===== src/rtl/core/bbc_pkg.sv =====
// Shared types, constants and helper functions of the bracket balance checker.
package bbc_pkg;

    localparam int STACK_DEPTH_DEF = 64;
    localparam int CHAR_W = 16;
    localparam int POS_W = 16;
    localparam int STATUS_W = 3;

    typedef logic [1:0] kind_t;

    localparam kind_t KIND_ROUND = 2'd0;
    localparam kind_t KIND_SQUARE = 2'd1;
    localparam kind_t KIND_CURLY = 2'd2;

    localparam logic [CHAR_W-1:0] CH_NEWLINE = 16'h000A;
    localparam logic [CHAR_W-1:0] CH_OPEN_ROUND = 16'h0028;
    localparam logic [CHAR_W-1:0] CH_CLOSE_ROUND = 16'h0029;
    localparam logic [CHAR_W-1:0] CH_OPEN_SQUARE = 16'h005B;
    localparam logic [CHAR_W-1:0] CH_CLOSE_SQUARE = 16'h005D;
    localparam logic [CHAR_W-1:0] CH_OPEN_CURLY = 16'h007B;
    localparam logic [CHAR_W-1:0] CH_CLOSE_CURLY = 16'h007D;

    localparam logic [STATUS_W-1:0] ST_OK = 3'd0;
    localparam logic [STATUS_W-1:0] ST_STRAY_CLOSE = 3'd1;
    localparam logic [STATUS_W-1:0] ST_KIND = 3'd2;
    localparam logic [STATUS_W-1:0] ST_OPEN = 3'd3;
    localparam logic [STATUS_W-1:0] ST_OVER = 3'd4;

    localparam logic [POS_W-1:0] POS_MAX = '1;

    typedef struct packed {
        logic [CHAR_W-1:0] char_code;
        logic              last_char;
    } char_item_t;

    typedef struct packed {
        logic [STATUS_W-1:0] status;
        logic [POS_W-1:0]    fail_row;
        logic [POS_W-1:0]    fail_column;
    } result_item_t;

    typedef struct packed {
        logic  push;
        logic  pop;
        logic  clr;
        kind_t kind;
    } stack_cmd_t;

    typedef struct packed {
        logic  is_open;
        logic  is_close;
        logic  is_nl;
        kind_t kind;
    } char_class_t;

    function automatic char_class_t classify(input logic [CHAR_W-1:0] code);
        char_class_t c;
        c = '0;
        case (code)
            CH_NEWLINE:      c.is_nl = 1'b1;
            CH_OPEN_ROUND:
            begin
                c.is_open = 1'b1;
                c.kind = KIND_ROUND;
            end
            CH_OPEN_SQUARE:
            begin
                c.is_open = 1'b1;
                c.kind = KIND_SQUARE;
            end
            CH_OPEN_CURLY:
            begin
                c.is_open = 1'b1;
                c.kind = KIND_CURLY;
            end
            CH_CLOSE_ROUND:
            begin
                c.is_close = 1'b1;
                c.kind = KIND_ROUND;
            end
            CH_CLOSE_SQUARE:
            begin
                c.is_close = 1'b1;
                c.kind = KIND_SQUARE;
            end
            CH_CLOSE_CURLY:
            begin
                c.is_close = 1'b1;
                c.kind = KIND_CURLY;
            end
            default:         c = '0;
        endcase
        return c;
    endfunction

    function automatic logic [POS_W-1:0] sat_inc(input logic [POS_W-1:0] v);
        return (v == POS_MAX) ? v : v + POS_W'(1);
    endfunction

endpackage


===== src/rtl/core/bbc_stack.sv =====
// Bracket kind stack: top in a register, lower entries in a synchronous memory.
module bbc_stack
    import bbc_pkg::*;
#(
    parameter int STACK_DEPTH = STACK_DEPTH_DEF,
    localparam int CNT_W = $clog2(STACK_DEPTH + 1),
    localparam int ADDR_W = $clog2(STACK_DEPTH)
)
(
    input  logic             clk,
    input  logic             rst_n,
    input  stack_cmd_t       cmd,
    output logic [CNT_W-1:0] count,
    output kind_t            top_kind
);

    kind_t mem [STACK_DEPTH];

    logic [CNT_W-1:0]  count_reg;
    logic [CNT_W-1:0]  count_next;
    kind_t             top_reg;
    kind_t             top_next;
    kind_t             rd_data_reg;
    kind_t             fwd_reg;
    logic              fwd_sel_reg;
    logic              fwd_sel_next;
    kind_t             second;
    logic              wr_en;
    logic [ADDR_W-1:0] wr_addr;
    logic [ADDR_W-1:0] rd_addr;
    logic [CNT_W-1:0]  count_dec;
    logic [CNT_W-1:0]  rd_cnt;

    always_comb
    begin
        count_next = count_reg;
        if (cmd.clr)
        begin
            count_next = '0;
        end
        else if (cmd.push)
        begin
            count_next = count_reg + CNT_W'(1);
        end
        else if (cmd.pop)
        begin
            count_next = count_reg - CNT_W'(1);
        end

        second = fwd_sel_reg ? fwd_reg : rd_data_reg;

        top_next = top_reg;
        if (cmd.push)
        begin
            top_next = cmd.kind;
        end
        else if (cmd.pop)
        begin
            top_next = second;
        end

        count_dec = count_reg - CNT_W'(1);
        wr_en = cmd.push && (count_reg != '0);
        wr_addr = count_dec[ADDR_W-1:0];
        rd_cnt = count_next - CNT_W'(2);
        rd_addr = rd_cnt[ADDR_W-1:0];
        fwd_sel_next = cmd.push && !cmd.clr;
    end

    always_ff @(posedge clk)
    begin
        if (wr_en)
        begin
            mem[wr_addr] <= top_reg;
        end
        rd_data_reg <= mem[rd_addr];
        fwd_reg <= top_reg;
        top_reg <= top_next;
    end

    always_ff @(posedge clk or negedge rst_n)
    begin
        if (!rst_n)
        begin
            count_reg <= '0;
            fwd_sel_reg <= 1'b0;
        end
        else
        begin
            count_reg <= count_next;
            fwd_sel_reg <= fwd_sel_next;
        end
    end

    assign count = count_reg;
    assign top_kind = top_reg;

endmodule


===== config.mk =====
export PLATFORM = sky130hd
export DESIGN_NAME = bbc_stack
export DESIGN_NICKNAME = d
export VERILOG_FILES = /design/src/rtl/core/bbc_pkg.sv /design/src/rtl/core/bbc_stack.sv
export SDC_FILE = /design/constraint.sdc
export NUM_CORES = 1
export LEC_CHECK = 0
export ABC_AREA = 1
export BUFFER_PORTS_ARGS = -buffer_cell sky130_fd_sc_hd__buf_2
export CAP_MARGIN = 5
export CORE_ASPECT_RATIO = 1.25
export CORE_MARGIN = 4
export CORE_UTILIZATION = 30
export DETAILED_ROUTE_END_ITERATION = 6
export MAX_ROUTING_LAYER = met4
export PLACE_DENSITY_LB_ADDON = 0.3
export SYNTH_ARGS = -nofsm -noshare
export SYNTH_HDL_FRONTEND = slang
export SYNTH_SLANG_ARGS = --single-unit

===== constraint.sdc =====
create_clock -name clk -period 2.5 [get_ports clk]
set_input_delay 0.375 -clock clk [delete_from_list [all_inputs] [get_ports clk]]
set_output_delay 0.375 -clock clk [all_outputs]
set_load 0.005 [all_outputs]

Word level (Yosys, flattened, before mapping)
Memories as Yosys holds them, arrays and structs flattened. A register that Yosys moved wholly into a read port is not among the register bits.
Index checks and enable logic that the tools add are counted.
{ "word_totals": {"reg_bits": 12, "ramBits": 128, "inputBits": 7, "out_inout_bits": 9, "n_memories": 1} }
{ "classes": {"n_addsub": 3, "muxes": 8, "reduce_logical": 5} }
{ "memory_table": {"columns": ["memory", "words", "width", "read_ports", "rd_ports_with_merged_regs", "write_ports", "line_no", "text"], "rows": [
  ["mem", 64, 2, 1, 1, 1, "bbc_stack.sv:17", "kind_t mem [STACK_DEPTH];"]
]} }
{ "op_table": {"columns": ["operator", "count"], "rows": [
  ["two-way mux 7 bit", 3],
  ["adder 7 x 1 -> 7 bit, second input constant", 1],
  ["nonzero test 7 bit", 1],
  ["subtractor 7 x 1 -> 7 bit, second input constant", 1],
  ["two-way mux 2 bit", 3],
  ["subtractor 6 x 2 -> 6 bit, second input constant", 1],
  ["logical AND 1 bit", 2],
  ["two-way mux 1 bit", 2],
  ["nonzero test 2 bit", 1],
  ["logical NOT 1 bit", 1]
]} }

Logic depth before layout (Yosys ltp)
Gate-level depths: netlist of the first run.
{ "logic_depth": {"word_depth": 5, "depth_mapped": 17, "mapped_depth_nobuf": 15} }

Worst setup path before layout of the first run
OpenSTA, ideal clock, no wires.
{ "synth_timing": {"kind": "reg-to-reg", "start": "register count_reg[0], in the netlist count[0]", "end": "register rd_data_reg[0], read port of mem", "setup_time_ns": 0.058, "arrival_time_ns": 2.701, "path_slack_ns": -0.259, "path_stages_with_launch": 17, "path_buffers": 3, "path_cell_list": "dfrtp_1 inv_2 ha_1 o21ai_1 inv_1 nand2_1 buf_2 ha_1 clkbuf_1 inv_1 clkbuf_1 nand3_1 nand3_1 nand3_1 nand2_1 nand2_1 nand2_1"} }
{ "synth_via": {"elab_chain_len": 5, "word_cells_on_any_way": 6, "cone_classes": "add/sub (3); mux (3)"} }
{ "synth_lines": {"columns": ["item", "line_no", "text"], "rows": [
  ["start, declared", "bbc_stack.sv:19", "logic [CNT_W-1:0] count_reg;"],
  ["start signal, assigned", "bbc_stack.sv:90", "count_reg <= count_next;"],
  ["subtractor 7 x 1 -> 7 bit", null, null],
  ["two-way mux 7 bit", "bbc_stack.sv:45", "else if (cmd.pop)"],
  ["two-way mux 7 bit (*)", "bbc_stack.sv:41", "else if (cmd.push)"],
  ["two-way mux 7 bit (*)", "bbc_stack.sv:37", "if (cmd.clr)"],
  ["subtractor 6 x 2 -> 6 bit (*)", "bbc_stack.sv:65", "rd_cnt = count_next - CNT_W'(2);"],
  ["end, declared", "bbc_stack.sv:23", "kind_t rd_data_reg;"]
]} }
Every way passes the cells marked *; elsewhere a longest branch is shown, timed or not.
A chain may end at the register's enable or synchronous reset.

Final worst setup path of the first run
{ "layout_timing": {"start": "register count_reg[0], in the netlist count[0]", "end": "register rd_data_reg[1], read port of mem"} }
Same word-level chain as after synthesis.

==> metrics.md, run 1 <==
| Metric | Value |
|---|---|
| Initial antenna violation count | `0` |
| Peak supply drop | `0.460 mV` |
| CP Depth | `14` |
| Die area | `24200 sq um` |
| Final Cycle Share | `91.1%` |
| Max Fclk | `0.439 GHz` |
| Gate count of the mapped netlist | `between 600 and 700` |
| R2R depth | `14` |
| Crit Path Class | `register to register` |
| GR Overflow Total | `0` |
| Post-Route Skew | `about 15 ps` |
| Postcts setup bufs | `0` |
| Final net count | `about 700` |
| Sequential area share after synthesis | `64.0%` |
| Post-Syn Area | `6540 sq um` |
| Buf+Inv Stages, Crit Path | `2` |
| Post-synthesis simple-gate area fraction | `about 29%` |
| Most common cell after layout, fill and taps aside | `nand3_1` |
| Least-Margin Pin Slew | `602 ps` |
| Fraction of layout cells with a size suffix above 1 | `14.9%` |
| Post-Synth XOR/XNOR Area | `less than 1%` |
| Cell family with most CP delay | `simple AND/OR/NAND/NOR gates` |
| Cell with the most instances on the worst path | `nand2_1` |
| Routed length per placed instance | `between 15 and 20 um` |
| Vias per cell | `5.17` |
| Post-synthesis mux area share | `0%` |
| Final wirelength | `~18000 um` |
| CTS H-tree lvls | `4` |
| Unrepaired setup endpoints after global routing | `no` |
| P_leak | `around 0.0028 uW` |
| Worst reg2reg path endpoint | `rd_data_reg[1]` |
| Vias in the first global route | `just under 5000` |
| Arrival @ worst endpoint | `roughly 2600 ps` |
| Critical Path Sink | `rd_data_reg[1]` |
| Hold path start | `cmd[2]` |
| Cts bufs inserted | `17` |
| Maxcap violations | `0` |
| Detailed Route Iter0 Violations | `between 400 and 500` |
| Clock sink count | `142` |
| Largest register FFs | `approximately 130` |
| Worst-path cell chain | `inv_2 -> ha_1 -> nand2_1 -> o21ai_0 -> nand2_1 -> nand2_2 -> ha_4 -> buf_8 -> nand3_1 -> nand3_1 -> nand3_1 -> nand2_1 -> nand2_1 -> nand2_1` |
| I/O pin cnt | `16` |
| Clock buffer depth | `2` |
| CP Capture Type | `register` |
| Synth Area in Adders | `0.765%` |
| Die Y | `approximately 170 um` |
| TNS Setup | `0 ps` |
| Largest family of logic cells by synthesized area | `simple AND/OR/NAND/NOR gates` |
| Hpwl dp | `about 12000 um` |
| Hold violation total from the final report | `0` |
| Status | `completed` |
| Clock transition at path regs | `60 ps` |
| CP required | `2860 ps` |
| Setup Viol. Count Final | `0` |
| Reg-to-reg slack, setup | `around 220 ps` |
| Starting Density | `30.5%` |
| CTS tree | `built` |
| Hold Path Class | `primary input to register` |
| Antenna diode instance count | `0` |
| Slowest Stage Delay on Critical Path | `400 ps` |
| PD cells | `842 nW/um^2` |
| Synth Area in Compound Gates | `1.64%` |
| Worst-Skew Late Latency | `420 ps` |
| Synth cell types | `30` |
| Core ar. | `21500 sq um` |
| TritonRoute pass-1 iters | `5` |
| Reg2reg start | `count[0]` |
| Overall power | `about 6500 uW` |
| Final Max Slew Viols | `0` |
| Rel. slew slack | `59.9%` |
| Die width | `between 100 and 150 um` |
| Most frequent cells in the layout | `nand3_1, edfxtp_1, nand2_1, nor2_1, nand4_1` |
| Clock root buffer | `clkbuf_16` |
| CP max-delay cell | `dfrtp_2` |
| Setup crit start | `count[0]` |
| Rows | `60` |
| Post-synth net total | `roughly 650` |
| Synth Warn # | `0` |
| Minimum clock period | `2280 ps` |
| Largest net degree at the start of global routing | `52` |
| Final Wtd Congestion | `about 0.89` |
| Crit start category | `register` |
| Global-route wire length before repair | `approximately 29000 um` |
| Area delta synth->final | `18.2%` |
| Yosys reg bits | `142` |
| IO Port Bufs | `15` |
| Total track usage | `15.8%` |
| Routed via count | `~5000` |
| Drt drc | `0` |
| Final ANT Viol Nets | `0` |
| Post-Syn Area per Cell | `10.3 sq um` |
| Peak fanout along the critical path | `16` |
==> kinds of logic after synthesis <==
kind of cell               after synthesis
AOI/OAI and AO/OA                       18
buffers and inverters                   56
DFF                                    142
adders and majority gates                4
and+or+nand+nor                        408
xor gates and xnor gates                 6
==> metal layers <==
layer	part of all wire [%]	vias up	wire length (um)	track usage, %
met3	4.9	35	892	2.82
met1	42	2426	7750	19.9
met4	2.6	0	469	5.69
li1	-	2366	-	-
met2	50	158	9150	25.5
met5	0	-	0	-
==> final cells by class <==
| cell class | count | area (sq um) |
|---|---|---|
| fill | 2210 | 13700 |
| sequential | 142 | 4190 |
| multi-input combinational | 436 | 2100 |
| clock buffer | 19 | 433 |
| timing repair buffer | 53 | 403 |
| tap | 279 | 349 |
| clock inverter | 13 | 171 |
| inverter | 22 | 87.6 |
==> cells in the mapped netlist (all sizes together) <==
library cell  count  area (sq um)
nand4            56           350
a221oi            1          8.76
or2               1          6.26
nand2           129           492
o41ai             1          8.76
xnor2             4          35.0
o21ai             5          25.0
nor3              1          5.00
a21oi            10          57.6
ha                4          50.1
dfrtp             8           200
nand3           139           706
buf              20           138
a21boi            1          7.51
clkbuf           14          52.6
inv              22          85.1
xor2              2          17.5
edfxtp          130          3900
dfxtp             4          80.1
nor2             82           313
==> power breakdown <==
part	internal, uW	switching, uW	leakage (uW)
Clock	1660	937	0.000302
Combinational	333	769	0.00121
Sequential	2750	62.7	0.00131
Total	4740	1770	0.00282
==> timing repair <==
| item | CTS | global route |
|---|---|---|
| hold buffers | 1 | 0 |
| gates resized for setup | 0 | 10 |
| endpoints found under the setup margin | 0 | 2 |
| hold endpoints to repair | 8 | 0 |
==> how the worst min path moves through the flow <==
stage / end / slack (ps) / cells past startpoint
CTS: fwd_sel_reg / 200 / 2
finish: fwd_sel_reg / 230 / 2
global route: fwd_sel_reg / 210 / 2
detailed placement: count[4] / 250 / 1
floorplan: count[0] / 80 / 0
global placement: count[6] / 240 / 1
==> stage by stage <==
step	setup WS, ps	area, sq um	cells	util (%)	hold slack (ps)
after floorplan	11.6	6550	634	-	79.4
after global placement	179	7080	931	33.0	244
after detailed placement	167	7080	931	33.0	247
after CTS	132	7690	964	35.8	198
after global routing	27.7	7730	964	36.0	206
final	223	7730	964	36.0	228
(Power assumes the default switching activity.)
==> run 2, diff against run 1 <==
Settings changed: PLACE_DENSITY_LB_ADDON 0.3 to not set.
==> metrics.md, run 2 (synthesis results as in run 1) <==
| Metric | Value |
|---|---|
| Final wirelength | `approximately 18000 um` |
| Vias in the first global route | `just under 5000` |
| CTS tree | `built` |
| Crit Path Class | `register to register` |
| Initial antenna violation count | `0` |
| Peak fanout along the critical path | `8` |
| Clock sink count | `between 100 and 150` |
| Postcts setup bufs | `0` |
| Net Sw Frac | `between 20% and 30%` |
| Clock buffer depth | `2` |
| Detailed Route Iter0 Violations | `~500` |
| CP required | `~2600 ps` |
| Hpwl dp | `~12000 um` |
| Clock transition at path regs | `60 ps` |
| Final Cycle Share | `between 90% and 100%` |
| Flop pwr share | `a little under half` |
| Clock group share of total power | `a little over a third` |
| Post-Route Skew | `9.81 ps` |
| Crit start category | `register` |
| Unrepaired setup endpoints after global routing | `yes` |
| Arrival @ worst endpoint | `~2500 ps` |
| Switch Pwr | `about 1700 uW` |
| Setup Viol. Count Final | `0` |
| Total track usage | `between 10% and 20%` |
| Worst-path cell chain | `inv_2 -> ha_2 -> xnor2_1 -> buf_4 -> inv_1 -> nor2_1 -> nand2_1 -> nor2_1` |
| CTS H-tree lvls | `4` |
| Final Util | `about 36%` |
| Fill count | `2153` |
| Hold Path Class | `primary input to register` |
| Final net count | `between 600 and 700` |
| Cell with the most instances on the worst path | `nor2_1` |
| Routed via count | `between 5000 and 6000` |
| Drt drc | `0` |
| Peak supply drop | `around 0.47 mV` |
| CP max-delay cell | `dfrtp_2` |
| I/O pin cnt | `16` |
| Starting Density | `between 30 and 40%` |
| IO Port Bufs | `15` |
| Area delta synth->final | `17.4%` |
| Maxcap violations | `0` |
| Worst-Skew Late Latency | `between 400 and 500 ps` |
| Die width | `~140 um` |
| Largest register FFs | `128` |
| Global-route wire length before repair | `roughly 28000 um` |
| Least-Margin Pin Slew | `roughly 600 ps` |
| Vias per cell | `5.21` |
| Minimum clock period | `between 2000 and 2500 ps` |
| Die area | `between 20000 and 25000 sq um` |
| Post-route setup slack | `128 ps` |
| TNS Setup | `0 ps` |
| Final Wtd Congestion | `~0.9` |
| CP Capture Type | `register` |
| Hold violation total from the final report | `0` |
| Fin cells | `962` |
| PD cells | `about 800 nW/um^2` |
| Most common cell after layout, fill and taps aside | `nand3_1` |
| Rows | `60` |
| Routed length per placed instance | `18.5 um` |
| Most frequent cells in the layout | `nand3_1, edfxtp_1, nand2_1, nor2_1, nand4_1` |
| Rel. slew slack | `59.5%` |
| Combinational share of power | `approximately 18%` |
| Slowest Stage Delay on Critical Path | `460 ps` |
| Final ANT Viol Nets | `0` |
| Final Max Slew Viols | `0` |
| Core ar. | `21500 sq um` |
| Placed insts | `930` |
| Hold_ws | `approximately 220 ps` |
| TritonRoute pass-1 iters | `6` |
| Register area | `4190 sq um` |
| Fraction of layout cells with a size suffix above 1 | `between 10% and 20%` |
| P_leak | `about 0.0028 uW` |
| Dpl ws | `~110 ps` |
| Max Fclk | `about 0.42 GHz` |
| Clock root buffer | `clkbuf_16` |
| Antenna diode instance count | `0` |
| Internal Power | `~4400 uW` |
| Die Y | `approximately 170 um` |
| GR Overflow Total | `0` |
| Status | `completed` |
| Largest net degree at the start of global routing | `51` |
| Cts bufs inserted | `17` |
| Footprint of the multi-input gates | `approximately 2100 sq um` |
run 2: cell count changes in the layout (fill, tap and decap cells not counted), sizes merged:
cell / delta
buf: -1
clkinvlp: +1
bufinv: -3
clkinv: -3
clkbuf: +4
run 2: metal layers:
metal	wire, um	GRT usage (%)	vias up	part of all wire (%)
met4	482	5.65	0	2.7
met5	0	-	-	0
li1	-	-	2347	-
met2	8860	24.6	205	50
met3	1180	2.77	36	6.6
met1	7290	18.9	2421	41
run 2: power by group through the flow:
stage	sequential, uW	clock (uW)	combinational (uW)
global placement	2870	0	1070
CTS	2820	2260	1070
detailed placement	2870	0	1070
floorplan	2890	0	617
finish	2830	2230	1110
global route	2830	2370	1220
run 2: what timing repair did:
item | 4_1_cts | 5_1_grt
gates resized for setup | 0 | 13
hold endpoints to repair | 8 | 0
hold buffers | 1 | 0
endpoints found under the setup margin | 0 | 24
run 2: critical path: cells and delay by family (launching register included):
kind | cells | cell delay, ps
fa+ha+maj | 1 | 250
flops | 1 | 460
buf+inv | 3 | 390
xor+xnor | 1 | 160
simple gates | 3 | 800
run 2: area by class of cell:
type,instances,share of cell area (%)
tap,279,4.54
clock inverter,8,0.896
timing repair buffer,52,5.47
multi-input combinational,436,27.6
clock buffer,23,5.83
inverter,22,1.14
sequential,142,54.5
run 2: metrics by stage:
stage,power (uW),instance area (sq um)
5_1_grt,6420,7680
6_report,6160,7680
3_5_place_dp,3940,7100
3_3_place_gp,3940,7100
2_1_floorplan,3510,6550
4_1_cts,6160,7620
run 2: worst paths after layout:
check / slack (ps) / cells past startpoint / start / to
max: 130 / 8 / count[0] / mem[2][0]
min: 220 / 2 / cmd[2] / fwd_sel_reg
max reg2reg: 130 / 8 / count[0] / mem[2][0]
min reg2reg: 610 / 2 / fwd_reg[1] / top_kind[1]
max in group asynchronous: 1980 / 2 / rst_n / count[0]
min in group asynchronous: 330 / 2 / rst_n / count[3]
